--- config.mk ---
export PLATFORM = sky130hd
export DESIGN_NAME = bus_address_range_decoder_top
export DESIGN_NICKNAME = d
export VERILOG_FILES = /design/src/rtl/bard_pkg.sv /design/src/rtl/bard_ram.sv /design/src/rtl/bard_ctrl.sv /design/src/rtl/bard_dp.sv /design/src/rtl/bus_address_range_decoder_top.sv
export SDC_FILE = /design/constraint.sdc
export NUM_CORES = 1
export LEC_CHECK = 0
export ABC_CLOCK_PERIOD_IN_PS = 7100
export BUFFER_PORTS_ARGS = -buffer_cell sky130_fd_sc_hd__buf_2
export CAP_MARGIN = 0
export CORE_MARGIN = 5
export CORE_UTILIZATION = 60
export DETAILED_ROUTE_END_ITERATION = 6
export GPL_TIMING_DRIVEN = 1
export PLACE_DENSITY = 0.78
export SETUP_SLACK_MARGIN = 0.3
export SLEW_MARGIN = 0
export SYNTH_ARGS = -nofsm -noshare
export SYNTH_HDL_FRONTEND = slang
export SYNTH_SLANG_ARGS = --single-unit
--- constraint.sdc ---
create_clock -name i_clk -period 7.1 [get_ports i_clk]
set_input_delay 0 -clock i_clk [delete_from_list [all_inputs] [get_ports i_clk]]
set_output_delay 0 -clock i_clk [all_outputs]
set_load 0.005 [all_outputs]
--- src/rtl/bard_pkg.sv ---
package bard_pkg;

    localparam int MAX_WINDOWS_DEF = 16;
    localparam int ENTRY_W         = 42;
    localparam int IN_DATA_W       = 72;
    localparam int IN_USER_W       = 3;
    localparam int OUT_DATA_W      = 40;
    localparam int OUT_USER_W      = 4;
    localparam logic [7:0] DEFAULT_READ = 8'hFF;

    typedef enum logic [2:0] {
        FUNC_REGISTER = 3'd0,
        FUNC_LOCK     = 3'd1,
        FUNC_READ     = 3'd2,
        FUNC_WRITE    = 3'd3,
        FUNC_CLEAR    = 3'd4
    } t_func;

    typedef enum logic [3:0] {
        ST_OK         = 4'd0,
        ST_LOCKED     = 4'd1,
        ST_FULL       = 4'd2,
        ST_BAD_RANGE  = 4'd3,
        ST_EMPTY      = 4'd4,
        ST_OVERLAP    = 4'd5,
        ST_NOT_LOCKED = 4'd6,
        ST_NO_DEVICE  = 4'd7,
        ST_NO_HANDLER = 4'd8
    } t_status;

    typedef enum logic [3:0] {
        S_IDLE,
        S_DECODE,
        S_SCAN_ADDR,
        S_SCAN_CMP,
        S_OV_LOAD,
        S_OV_HOLD,
        S_OV_ADDR,
        S_OV_CMP,
        S_EMIT
    } t_state;

    typedef struct packed {
        logic    capture;
        logic    res_load;
        t_status res_status;
        logic    res_route;
        logic    i_clr;
        logic    i_inc;
        logic    j_from_i;
        logic    j_inc;
        logic    hold_load;
        logic    rd_sel_j;
        logic    ram_we;
        logic    count_inc;
        logic    count_clr;
        logic    lock_set;
        logic    unlock;
        logic    emit;
    } t_cmd;

    typedef struct packed {
        t_func func;
        logic  locked;
        logic  count_zero;
        logic  full;
        logic  bad_range;
        logic  i_last;
        logic  j_last;
        logic  hit;
        logic  handler_ok;
        logic  overlap;
        logic  out_free;
    } t_stat;

endpackage

--- src/rtl/bard_ram.sv ---
module bard_ram #(
    parameter int WIDTH = 8,
    parameter int DEPTH = 16
) (
    input  logic                                   i_clk,
    input  logic                                   i_we,
    input  logic [(DEPTH > 1 ? $clog2(DEPTH) : 1)-1:0] i_waddr,
    input  logic [WIDTH-1:0]                       i_wdata,
    input  logic [(DEPTH > 1 ? $clog2(DEPTH) : 1)-1:0] i_raddr,
    output logic [WIDTH-1:0]                       o_rdata
);

    logic [WIDTH-1:0] r_mem [DEPTH];
    logic [WIDTH-1:0] r_rdata;

    always_ff @(posedge i_clk) begin
        if (i_we) begin
            r_mem[i_waddr] <= i_wdata;
        end
        r_rdata <= r_mem[i_raddr];
    end

    assign o_rdata = r_rdata;

endmodule

--- src/rtl/bard_ctrl.sv ---
module bard_ctrl (
    input  logic           i_clk,
    input  logic           i_rst_n,
    input  logic           i_s_tvalid,
    output logic           o_s_tready,
    input  bard_pkg::t_stat i_stat,
    output bard_pkg::t_cmd  o_cmd
);

    import bard_pkg::*;

    t_state r_state;
    t_state n_state;

    always_ff @(posedge i_clk) begin
        if (!i_rst_n) begin
            r_state <= S_IDLE;
        end else begin
            r_state <= n_state;
        end
    end

    always_comb begin
        n_state    = r_state;
        o_cmd      = '0;
        o_s_tready = (r_state == S_IDLE);
        unique case (r_state)
            S_IDLE: begin
                if (i_s_tvalid) begin
                    o_cmd.capture = 1'b1;
                    n_state       = S_DECODE;
                end
            end
            S_DECODE: begin
                o_cmd.res_load   = 1'b1;
                o_cmd.res_status = ST_OK;
                n_state          = S_EMIT;
                unique case (i_stat.func) inside
                    FUNC_REGISTER: begin
                        if (i_stat.locked) begin
                            o_cmd.res_status = ST_LOCKED;
                        end else if (i_stat.full) begin
                            o_cmd.res_status = ST_FULL;
                        end else if (i_stat.bad_range) begin
                            o_cmd.res_status = ST_BAD_RANGE;
                        end else begin
                            o_cmd.ram_we    = 1'b1;
                            o_cmd.count_inc = 1'b1;
                        end
                    end
                    FUNC_LOCK: begin
                        if (i_stat.count_zero) begin
                            o_cmd.res_status = ST_EMPTY;
                        end else begin
                            o_cmd.res_load = 1'b0;
                            o_cmd.i_clr    = 1'b1;
                            n_state        = S_OV_LOAD;
                        end
                    end
                    FUNC_READ, FUNC_WRITE: begin
                        if (!i_stat.locked) begin
                            o_cmd.res_status = ST_NOT_LOCKED;
                        end else if (i_stat.count_zero) begin
                            o_cmd.res_status = ST_NO_DEVICE;
                        end else begin
                            o_cmd.res_load = 1'b0;
                            o_cmd.i_clr    = 1'b1;
                            n_state        = S_SCAN_ADDR;
                        end
                    end
                    FUNC_CLEAR: begin
                        o_cmd.count_clr = 1'b1;
                        o_cmd.unlock    = 1'b1;
                    end
                    default: begin
                    end
                endcase
            end
            S_SCAN_ADDR: begin
                n_state = S_SCAN_CMP;
            end
            S_SCAN_CMP: begin
                // The first window in table order that holds the address wins.
                if (i_stat.hit) begin
                    o_cmd.res_load = 1'b1;
                    if (i_stat.handler_ok) begin
                        o_cmd.res_status = ST_OK;
                        o_cmd.res_route  = 1'b1;
                    end else begin
                        o_cmd.res_status = ST_NO_HANDLER;
                    end
                    n_state = S_EMIT;
                end else if (i_stat.i_last) begin
                    o_cmd.res_load   = 1'b1;
                    o_cmd.res_status = ST_NO_DEVICE;
                    n_state          = S_EMIT;
                end else begin
                    o_cmd.i_inc = 1'b1;
                    n_state     = S_SCAN_ADDR;
                end
            end
            S_OV_LOAD: begin
                n_state = S_OV_HOLD;
            end
            S_OV_HOLD: begin
                o_cmd.hold_load = 1'b1;
                if (i_stat.i_last) begin
                    o_cmd.lock_set   = 1'b1;
                    o_cmd.res_load   = 1'b1;
                    o_cmd.res_status = ST_OK;
                    n_state          = S_EMIT;
                end else begin
                    o_cmd.j_from_i = 1'b1;
                    n_state        = S_OV_ADDR;
                end
            end
            S_OV_ADDR: begin
                o_cmd.rd_sel_j = 1'b1;
                n_state        = S_OV_CMP;
            end
            S_OV_CMP: begin
                if (i_stat.overlap) begin
                    o_cmd.res_load   = 1'b1;
                    o_cmd.res_status = ST_OVERLAP;
                    n_state          = S_EMIT;
                end else if (i_stat.j_last) begin
                    o_cmd.i_inc = 1'b1;
                    n_state     = S_OV_LOAD;
                end else begin
                    o_cmd.j_inc = 1'b1;
                    n_state     = S_OV_ADDR;
                end
            end
            S_EMIT: begin
                if (i_stat.out_free) begin
                    o_cmd.emit = 1'b1;
                    n_state    = S_IDLE;
                end
            end
            default: begin
                n_state = S_IDLE;
            end
        endcase
    end

endmodule

--- src/rtl/bard_dp.sv ---
module bard_dp #(
    parameter int MAX_WINDOWS = bard_pkg::MAX_WINDOWS_DEF,
    parameter int AW          = (MAX_WINDOWS > 1) ? $clog2(MAX_WINDOWS) : 1
) (
    input  logic                            i_clk,
    input  logic                            i_rst_n,
    input  bard_pkg::t_cmd                  i_cmd,
    output bard_pkg::t_stat                 o_stat,
    input  logic [bard_pkg::IN_DATA_W-1:0]  i_s_tdata,
    input  logic [bard_pkg::IN_USER_W-1:0]  i_s_tuser,
    input  logic                            i_m_tready,
    output logic                            o_m_tvalid,
    output logic [bard_pkg::OUT_DATA_W-1:0] o_m_tdata,
    output logic [bard_pkg::OUT_USER_W-1:0] o_m_tuser,
    output logic                            o_ram_we,
    output logic [AW-1:0]                   o_ram_waddr,
    output logic [bard_pkg::ENTRY_W-1:0]    o_ram_wdata,
    output logic [AW-1:0]                   o_ram_raddr,
    input  logic [bard_pkg::ENTRY_W-1:0]    i_ram_rdata
);

    import bard_pkg::*;

    localparam int CW = $clog2(MAX_WINDOWS + 1);

    // Captured command.
    t_func       r_func;
    logic [15:0] r_addr;
    logic [7:0]  r_wdata;
    logic [15:0] r_rs;
    logic [15:0] r_re;
    logic [7:0]  r_tag;
    logic        r_hr;
    logic        r_hw;

    logic [CW-1:0] r_count;
    logic          r_locked;
    logic [CW-1:0] r_i;
    logic [CW-1:0] r_j;
    logic [15:0]   r_hold_start;
    logic [15:0]   r_hold_end;

    t_status     r_res_status;
    logic        r_res_route;
    logic [7:0]  r_res_tag;

    logic                  r_out_valid;
    logic [OUT_DATA_W-1:0] r_out_data;
    logic [OUT_USER_W-1:0] r_out_user;

    logic [15:0] rd_start;
    logic [15:0] rd_end;
    logic [7:0]  rd_tag;
    logic        rd_reads;
    logic        rd_writes;
    logic [CW-1:0] i_plus;
    logic [CW-1:0] j_plus;

    logic        n_routed;
    logic [7:0]  n_ttag;
    logic        n_isw;
    logic [15:0] n_oaddr;
    logic [7:0]  n_odata;

    assign rd_start  = i_ram_rdata[41:26];
    assign rd_end    = i_ram_rdata[25:10];
    assign rd_tag    = i_ram_rdata[9:2];
    assign rd_reads  = i_ram_rdata[1];
    assign rd_writes = i_ram_rdata[0];

    assign i_plus = r_i + CW'(1);
    assign j_plus = r_j + CW'(1);

    always_ff @(posedge i_clk) begin
        if (!i_rst_n) begin
            r_count     <= '0;
            r_locked    <= 1'b0;
            r_out_valid <= 1'b0;
        end else begin
            if (i_cmd.count_clr) begin
                r_count <= '0;
            end else if (i_cmd.count_inc) begin
                r_count <= r_count + CW'(1);
            end
            if (i_cmd.unlock) begin
                r_locked <= 1'b0;
            end else if (i_cmd.lock_set) begin
                r_locked <= 1'b1;
            end
            if (i_cmd.emit) begin
                r_out_valid <= 1'b1;
            end else if (i_m_tready) begin
                r_out_valid <= 1'b0;
            end
        end
    end

    always_ff @(posedge i_clk) begin
        if (i_cmd.capture) begin
            r_addr  <= i_s_tdata[15:0];
            r_wdata <= i_s_tdata[23:16];
            r_rs    <= i_s_tdata[39:24];
            r_re    <= i_s_tdata[55:40];
            r_tag   <= i_s_tdata[63:56];
            r_hr    <= i_s_tdata[64];
            r_hw    <= i_s_tdata[65];
            r_func  <= t_func'(i_s_tuser);
        end
        if (i_cmd.i_clr) begin
            r_i <= '0;
        end else if (i_cmd.i_inc) begin
            r_i <= i_plus;
        end
        if (i_cmd.j_from_i) begin
            r_j <= i_plus;
        end else if (i_cmd.j_inc) begin
            r_j <= j_plus;
        end
        if (i_cmd.hold_load) begin
            r_hold_start <= rd_start;
            r_hold_end   <= rd_end;
        end
        if (i_cmd.res_load) begin
            r_res_status <= i_cmd.res_status;
            r_res_route  <= i_cmd.res_route;
            r_res_tag    <= rd_tag;
        end
        if (i_cmd.emit) begin
            r_out_data <= {1'b0, 5'(r_count), n_odata, n_oaddr, n_isw, n_ttag, n_routed};
            r_out_user <= r_res_status;
        end
    end

    // Result fields: zero unless routed, with the default byte on a read that failed.
    always_comb begin
        n_routed = r_res_route;
        n_ttag   = '0;
        n_isw    = 1'b0;
        n_oaddr  = '0;
        n_odata  = '0;
        if (r_res_route) begin
            n_ttag  = r_res_tag;
            n_oaddr = r_addr;
            if (r_func == FUNC_WRITE) begin
                n_isw   = 1'b1;
                n_odata = r_wdata;
            end
        end else if (r_func == FUNC_READ) begin
            n_odata = DEFAULT_READ;
        end
    end

    always_comb begin
        o_stat.func       = r_func;
        o_stat.locked     = r_locked;
        o_stat.count_zero = (r_count == '0);
        o_stat.full       = (r_count >= CW'(MAX_WINDOWS));
        o_stat.bad_range  = (r_rs > r_re);
        o_stat.i_last     = (i_plus >= r_count);
        o_stat.j_last     = (j_plus >= r_count);
        o_stat.hit        = (r_addr >= rd_start) && (r_addr <= rd_end);
        o_stat.handler_ok = (r_func == FUNC_WRITE) ? rd_writes : rd_reads;
        o_stat.overlap    = (r_hold_start <= rd_end) && (rd_start <= r_hold_end);
        o_stat.out_free   = !r_out_valid || i_m_tready;
    end

    assign o_ram_we    = i_cmd.ram_we;
    assign o_ram_waddr = r_count[AW-1:0];
    assign o_ram_wdata = {r_rs, r_re, r_tag, r_hr, r_hw};
    assign o_ram_raddr = i_cmd.rd_sel_j ? r_j[AW-1:0] : r_i[AW-1:0];

    assign o_m_tvalid = r_out_valid;
    assign o_m_tdata  = r_out_data;
    assign o_m_tuser  = r_out_user;

endmodule

--- src/rtl/bus_address_range_decoder_top.sv ---
// Programmable address window decoder. Each beat on the slave side carries one command
// (register a window, lock, read, write, clear) and produces exactly one result beat on
// the master side. The block works on one command at a time. Register, clear and unknown
// commands, a lock of an empty table and an access on an unlocked bus go from the decode
// state straight to the emit state, where the result is loaded into the output register.
// On a locked bus a read or write probes the window table one entry at a time, in an
// address state and a compare state, through the single read port of the table RAM, up
// to the first matching window or, on a miss, over all windows. A lock compares every
// pair of windows through the same port. Each command waits in the emit state for as
// long as the previous result still waits in the output register.
// A new command is accepted in the cycle after its result is loaded, even if the
// downstream side has not yet taken it.
module bus_address_range_decoder_top #(
    parameter int MAX_WINDOWS = bard_pkg::MAX_WINDOWS_DEF
) (
    input  logic                            i_clk,
    input  logic                            i_rst_n,
    input  logic                            s_axis_tvalid,
    output logic                            s_axis_tready,
    // Fields from bit 0: access_addr[15:0], write_data[23:16], range_start[39:24],
    // range_end[55:40], device_tag[63:56], has_read[64], has_write[65], zero fill.
    input  logic [bard_pkg::IN_DATA_W-1:0]  s_axis_tdata,
    // Fields from bit 0: func[2:0].
    input  logic [bard_pkg::IN_USER_W-1:0]  s_axis_tuser,
    output logic                            m_axis_tvalid,
    input  logic                            m_axis_tready,
    // Fields from bit 0: routed[0], target_tag[8:1], is_write[9], out_addr[25:10],
    // out_data[33:26], entry_count_out[38:34], zero fill.
    output logic [bard_pkg::OUT_DATA_W-1:0] m_axis_tdata,
    // Fields from bit 0: status[3:0].
    output logic [bard_pkg::OUT_USER_W-1:0] m_axis_tuser
);

    import bard_pkg::*;

    localparam int AW = (MAX_WINDOWS > 1) ? $clog2(MAX_WINDOWS) : 1;

    t_cmd  cmd;
    t_stat stat;

    logic               ram_we;
    logic [AW-1:0]      ram_waddr;
    logic [ENTRY_W-1:0] ram_wdata;
    logic [AW-1:0]      ram_raddr;
    logic [ENTRY_W-1:0] ram_rdata;

    bard_ctrl u_ctrl (
        .i_clk      (i_clk),
        .i_rst_n    (i_rst_n),
        .i_s_tvalid (s_axis_tvalid),
        .o_s_tready (s_axis_tready),
        .i_stat     (stat),
        .o_cmd      (cmd)
    );

    bard_dp #(
        .MAX_WINDOWS (MAX_WINDOWS),
        .AW          (AW)
    ) u_dp (
        .i_clk       (i_clk),
        .i_rst_n     (i_rst_n),
        .i_cmd       (cmd),
        .o_stat      (stat),
        .i_s_tdata   (s_axis_tdata),
        .i_s_tuser   (s_axis_tuser),
        .i_m_tready  (m_axis_tready),
        .o_m_tvalid  (m_axis_tvalid),
        .o_m_tdata   (m_axis_tdata),
        .o_m_tuser   (m_axis_tuser),
        .o_ram_we    (ram_we),
        .o_ram_waddr (ram_waddr),
        .o_ram_wdata (ram_wdata),
        .o_ram_raddr (ram_raddr),
        .i_ram_rdata (ram_rdata)
    );

    bard_ram #(
        .WIDTH (ENTRY_W),
        .DEPTH (MAX_WINDOWS)
    ) u_table (
        .i_clk   (i_clk),
        .i_we    (ram_we),
        .i_waddr (ram_waddr),
        .i_wdata (ram_wdata),
        .i_raddr (ram_raddr),
        .o_rdata (ram_rdata)
    );

endmodule

Yosys cells after proc, flatten, opt, wreduce, memory -nomap -nowiden
Memories as Yosys holds them, arrays and structs flattened. A register that Yosys moved wholly into a read port is not among the register bits. Cells that the tools add are included.

Register bits: 178. Memories: 1. Word-level logic and storage cells: 132. Output and inout port bits: 46. Bits in writable memories: 672. Bits of input ports: 79.

Memories: u_table.r_mem (words 16, bits a word 42, read ports 1, clocked after Yosys merged registers in 1, write ports 1, RTL line bard_ram.sv:13) `logic [WIDTH-1:0] r_mem [DEPTH];`.

Bitwise logic cells: 1. $lt $le $gt $ge: 8. $add $sub $neg: 3. Equal/unequal tests: 14. Mux-type cells: 69. Reduce and logical (&&, ||, !) cells: 14.

Operators by type and width (number): two-way mux 4 bit (14); less-or-equal comparator 16 bit (3); case mux 4 bit (9 select lines) (1); two-way mux 1 bit (30); two-way mux 5 bit (6); two-way mux 8 bit (3); case mux 5 bit (4 select lines) (1); equality test 4 x 3 -> 1 bit, second input constant (4); greater-or-equal comparator 16 bit (1); greater-than comparator 16 bit (1); adder 5 x 1 -> 5 bit, second input constant (3); two-way mux 2 bit (6); case mux 4 bit (3 select lines) (1); greater-or-equal comparator 5 bit (2); two-way mux 3 bit (3); equality test 4 x 2 -> 1 bit, second input constant (2); case mux 4 bit (2 select lines) (1); equality test 3 x 2 -> 1 bit, second input constant (2); case mux 1 bit (2 select lines) (3); OR reduction 2 bit (3); greater-or-equal comparator 5 bit, second input constant (1); logical NOT 5 bit (1); equality test 4 x 1 -> 1 bit, second input constant (1); equality test 4 bit, second input constant (1); other kinds (11) (15).

Longest topological paths before layout
Depth in word-level cells: 8. Depth in mapped cells: 11. Depth with buffers taken out: 11.

Hierarchy
A second synthesis with hierarchy kept.

Cells, all modules: 1753. Area total of the unflattened synthesis: 34677.0 sq um.

Modules (own cells, without submodules): bard_ram (area an instance 26058.7 sq um, cells an instance 1092, sequential area each 21020.2 sq um, times used 1); bard_dp (area an instance 8045.2 sq um, cells an instance 585, sequential area each 5104.9 sq um, times used 1); bard_ctrl (area an instance 573.0 sq um, cells an instance 76, sequential area each 80.1 sq um, times used 1).

Worst setup path before layout
Ideal clock, no wire load.

Kind: register to register. From: register u_ctrl.r_state[1]. To: register u_dp.r_out_data[0] (netlist: u_dp.o_m_tdata[0]) (enable). Slack: 1.634 ns. Cell stages (with the launch flop): 4. Library setup time: 0.551 ns. Path buffers: 1. Data arrival time: 4.915 ns. Required time: 6.549 ns. Period minus slack after synthesis: 5.466 ns. Cell sequence: dfxtp_1 -> or2_2 -> clkbuf_1 -> nor4_1.

RTL lines: start: declaration (RTL line bard_ctrl.sv:12) `t_state r_state;`; start signal: assignment (RTL line bard_ctrl.sv:19) `r_state <= n_state;`; end signal: assignment (RTL line bard_dp.sv:129) `r_out_data <= {1'b0, 5'(r_count), n_odata, n_oaddr, n_isw, n_ttag, n_routed};`; end: declaration (RTL line bard_dp.sv:48) `logic [OUT_DATA_W-1:0] r_out_data;`.

Worst setup path in the final report
From: register u_dp.r_re[1]. To: memory u_table.r_mem[11][32] in the netlist's numbering (enable).

Longest elaborated chain between the ends: 8.

RTL lines: start: declaration (RTL line bard_dp.sv:31) `logic [15:0] r_re;`; start signal: assignment (RTL line bard_dp.sv:103) `r_re <= i_s_tdata[55:40];`; greater-than comparator 16 bit (RTL line bard_dp.sv:158) `o_stat.bad_range = (r_rs > r_re);`; two-way mux 2 bit (RTL line bard_ctrl.sv:44) `end else if (i_stat.bad_range) begin`; two-way mux 2 bit (RTL line bard_ctrl.sv:42) `end else if (i_stat.full) begin`; two-way mux 2 bit (RTL line bard_ctrl.sv:40) `if (i_stat.locked) begin`; two-way mux 2 bit (RTL line bard_ctrl.sv:38) `unique case (i_stat.func) inside`; two-way mux 3 bit (RTL line bard_ctrl.sv:27) `unique case (r_state)`; two-way mux 1 bit (RTL line bard_ram.sv:17) `if (i_we) begin`; two-way mux 1 bit (implied by the code) (RTL line bard_ram.sv:18) `r_mem[i_waddr] <= i_wdata;`; end: declaration (RTL line bard_ram.sv:13).

Every way passes these cells.

==> impl_metrics.env <==
export IMPL_synthArstFlopShare_pct=0
export IMPL_ios=125
export IMPL_ys_seq_elements=892
export IMPL_die_area_um2=63180
export IMPL_portBuffers=117
export IMPL_cts_setup_buffers=0
export IMPL_worstPathArrival_ns=4.99
export IMPL_ir_drop_mv=0.2352
export IMPL_synth_edff_count=834
export IMPL_min_path_type="in -> reg"
export IMPL_end_kind="flop"
export IMPL_wirelength_mm=77.15
export IMPL_yosys_area_top_type_share_pct=71.66
export IMPL_grt_max_degree=126
export IMPL_cts_max_level=3
export IMPL_core_area_um2=57700
export IMPL_num_nets_final=2243
export IMPL_cts_reportedPaths_clkPinSlew_ns=0.06
export IMPL_dpl_hpwl_mm=42.05
export IMPL_drv_slew=0
export IMPL_worstPathMaxFanout=26
export IMPL_cts_sinks=892
export IMPL_hold_depth=2
export IMPL_wl_per_cell_um=26.57
export IMPL_first_pass_iters=7
export IMPL_routed_via_density=6.337
export IMPL_drt_initial_drc_count=2243
export IMPL_period_share_pct=66.01
export IMPL_powerDensity_nw_per_um2=267.0
export IMPL_yosys_top_cells_area="edfxtp_1 72%, mux4_2 11%, ha_1 3.4%, dfxtp_1 3.3%, nand2_1 1.3%"
export IMPL_clk_latency_ns=0.65
export IMPL_vias=18400
export IMPL_worst_pin_slew_ns=1.066
export IMPL_yosysUniqueCellTypes=55
export IMPL_tns_ns=0
export IMPL_hold_viol_final=0
export IMPL_postRouteAntennaNets=0
export IMPL_ys_seq_area_share_pct=74.98
export IMPL_final_setup_viol_count=0
export IMPL_p_leak_nw=13.96
export IMPL_grt_pass1_vias=18880
export IMPL_period_minus_slack_ns=4.687
export IMPL_start_kind="flop"
export IMPL_synth_cells=1831
export IMPL_yosysTopAreaCell="edfxtp_1"
export IMPL_grt_total_usage_pct=24.71
export IMPL_clock_path_buffers=3
export IMPL_antenna_found_initial=1
export IMPL_place_ws_ns=2.498
export IMPL_maxCapViolations=0
export IMPL_num_rows=88
export IMPL_syn_nets=2006
export IMPL_syn2layout_area_growth_pct=14.52
export IMPL_start_util_pct=60.58
export IMPL_synth_flop_cell="edfxtp_1"
export IMPL_reg2reg_depth=11
export IMPL_syn_area_um2=34950
export IMPL_globalRouteOverflowTotal=0
export IMPL_cts_tree="built"
export IMPL_syn_avg_cell_area_um2=19.09
export IMPL_relSlewSlack_pct=27.44
export IMPL_drive_above_1_share_pct=22.50
export IMPL_setup_ws_ns=2.413
export IMPL_crit_required_ns=7.40
export IMPL_worstSetupPathType="reg -> reg"
export IMPL_grt_pass1_wl_mm=117.1
export IMPL_yosys_warnings=0
export IMPL_die_y_um=251.4
export IMPL_post_place_cells=2673
export IMPL_fin_skew_ns=0.03650
export IMPL_max_freq_mhz=213.4
export IMPL_cts_root_buffer="clkbuf_16"
export IMPL_cts_buffers=86
export IMPL_globalplace_congestion=0.8352
export IMPL_final_cells=2904
export IMPL_rsz0062_at_grt="false"
export IMPL_status="complete, no violations"
export IMPL_die_x_um=251.4
export IMPL_route_detailed_drc=0
where the power goes:
group,internal [mW],switching [mW],total (mW)
clock,2.68,1.95,4.63
combinational,0.0814,0.0953,0.177
sequential,5.80,0.0833,5.88
total,8.56,2.13,10.7
cells by family (layout without fill, tap and decap cells):
group                      after synthesis  in the layout  synth area share [%]
DFF                                    892            892                 74.98
and+or+nand+nor                        318            318                 4.550
AOI/OAI and AO/OA                      188            188                 3.505
muxes                                  184            184                 11.35
buffers and inverters                  145            452                 1.990
adders and majority gates               96             96                 3.437
xor gates and xnor gates                 7              7                0.1754
other                                    1              2               0.01073
cell usage after synthesis (7+ instances only):
library cell and instances:
a211oi_1 43, nor2_1 29, and3_1 19, dfxtp_1 58
nor3_1 8, nor2b_1 11, nor4_1 7, nand3_1 17
a31oi_1 44, buf_2 16, nand2_1 123, a21oi_1 49
nand4_1 16, nand2b_1 8, mux4_2 168, o21ai_0 14
a21o_1 7, clkbuf_1 36, mux2i_1 8, buf_6 15
edfxtp_1 834, inv_1 73, ha_1 96, and2_1 68
worst max-delay path: stages, from the launching register on:
cell      delay [ns]
edfxtp_1        0.68
inv_1           0.17
ha_1            0.33
nor2b_1         0.13
o21a_1          0.16
o21a_1          0.16
o21ai_0         0.16
nand2_1         0.10
o31a_1          0.44
nor2_1          0.58
and3_2          0.96
buf_4           0.45
routing by layer:
layer	track usage, %	share of wire (%)	vias to the layer above
met4	7.516	2.6	0
met2	41.01	50	958
met3	3.962	7.8	146
met1	34.69	39	9486
li1	-	-	7813
met5	0	0	-
final timing paths:
check,endpoint,startpoint,slack (ns)
hold / removal,u_dp.r_tag[1],s_axis_tdata[57],0.07
setup / recovery,u_table.r_mem[11][32],u_dp.r_re[1],2.41
setup reg to reg,u_table.r_mem[11][32],u_dp.r_re[1],2.41
hold reg to reg,u_dp.r_res_tag[4],u_table.o_rdata[6],0.42
cell usage in the layout, fill, tap and decap left out, types with 14 or more instances in the layout:
cell type and instances:
nand3_1 17, ha_1 96, nor2_1 28, a31oi_1 44, a211oi_1 43, dlygate4sd3_1 72
mux4_2 168, clkbuf_1 17, clkbuf_16 87, and2_1 68, inv_1 72, and3_2 15
dfxtp_1 58, buf_2 117, nand4_1 16, o21ai_0 14, a21oi_1 49, buf_4 29
clkinv_2 16, nand2_1 123, edfxtp_1 834
final cells by class:
cell class / instances / area, µm²
multi-input cells: 794 / 8120
diodes: 1 / 2.502
repair buffers: 221 / 1584
fillers: 3496 / 17670
well taps: 765 / 957.2
flip-flops and latches: 892 / 26210
inverters: 73 / 274.0
clock buffers: 115 / 2392
clock inverters: 43 / 490.5
flip-flops by register name, indices dropped and copies added, names as in the netlist, 16 cells and up:
name / count
u_dp.r_hold_end: 16
u_table.r_mem: 672
u_dp.r_re: 16
u_dp.r_addr: 16
u_dp.r_rs: 16
u_table.o_rdata: 42
u_dp.r_hold_start: 16
u_dp.o_m_tdata: 39
through the flow:
| stage | utilization [%] | hold slack (ns) | cell area, µm² | total power, mW |
|---|---|---|---|---|
| 6_report | 69.37 | 0.06549 | 40030 | 10.69 |
| 5_1_grt | 69.37 | 0.05433 | 40020 | 11.00 |
| 4_1_cts | 69.37 | 0.03015 | 40020 | 10.74 |
| 3_5_place_dp | 63.12 | 0.1781 | 36420 | 6.130 |
| 3_3_place_gp | 63.12 | 0.1767 | 36420 | 6.118 |
| 2_1_floorplan | - | 0.09887 | 34950 | 6.030 |
repair_timing:
action                    in CTS  in global routing
hold endpoints to repair      80                  0
resized for setup              0                  0
hold buffers                  72                  0
Power figures use the tool's default switching activity.
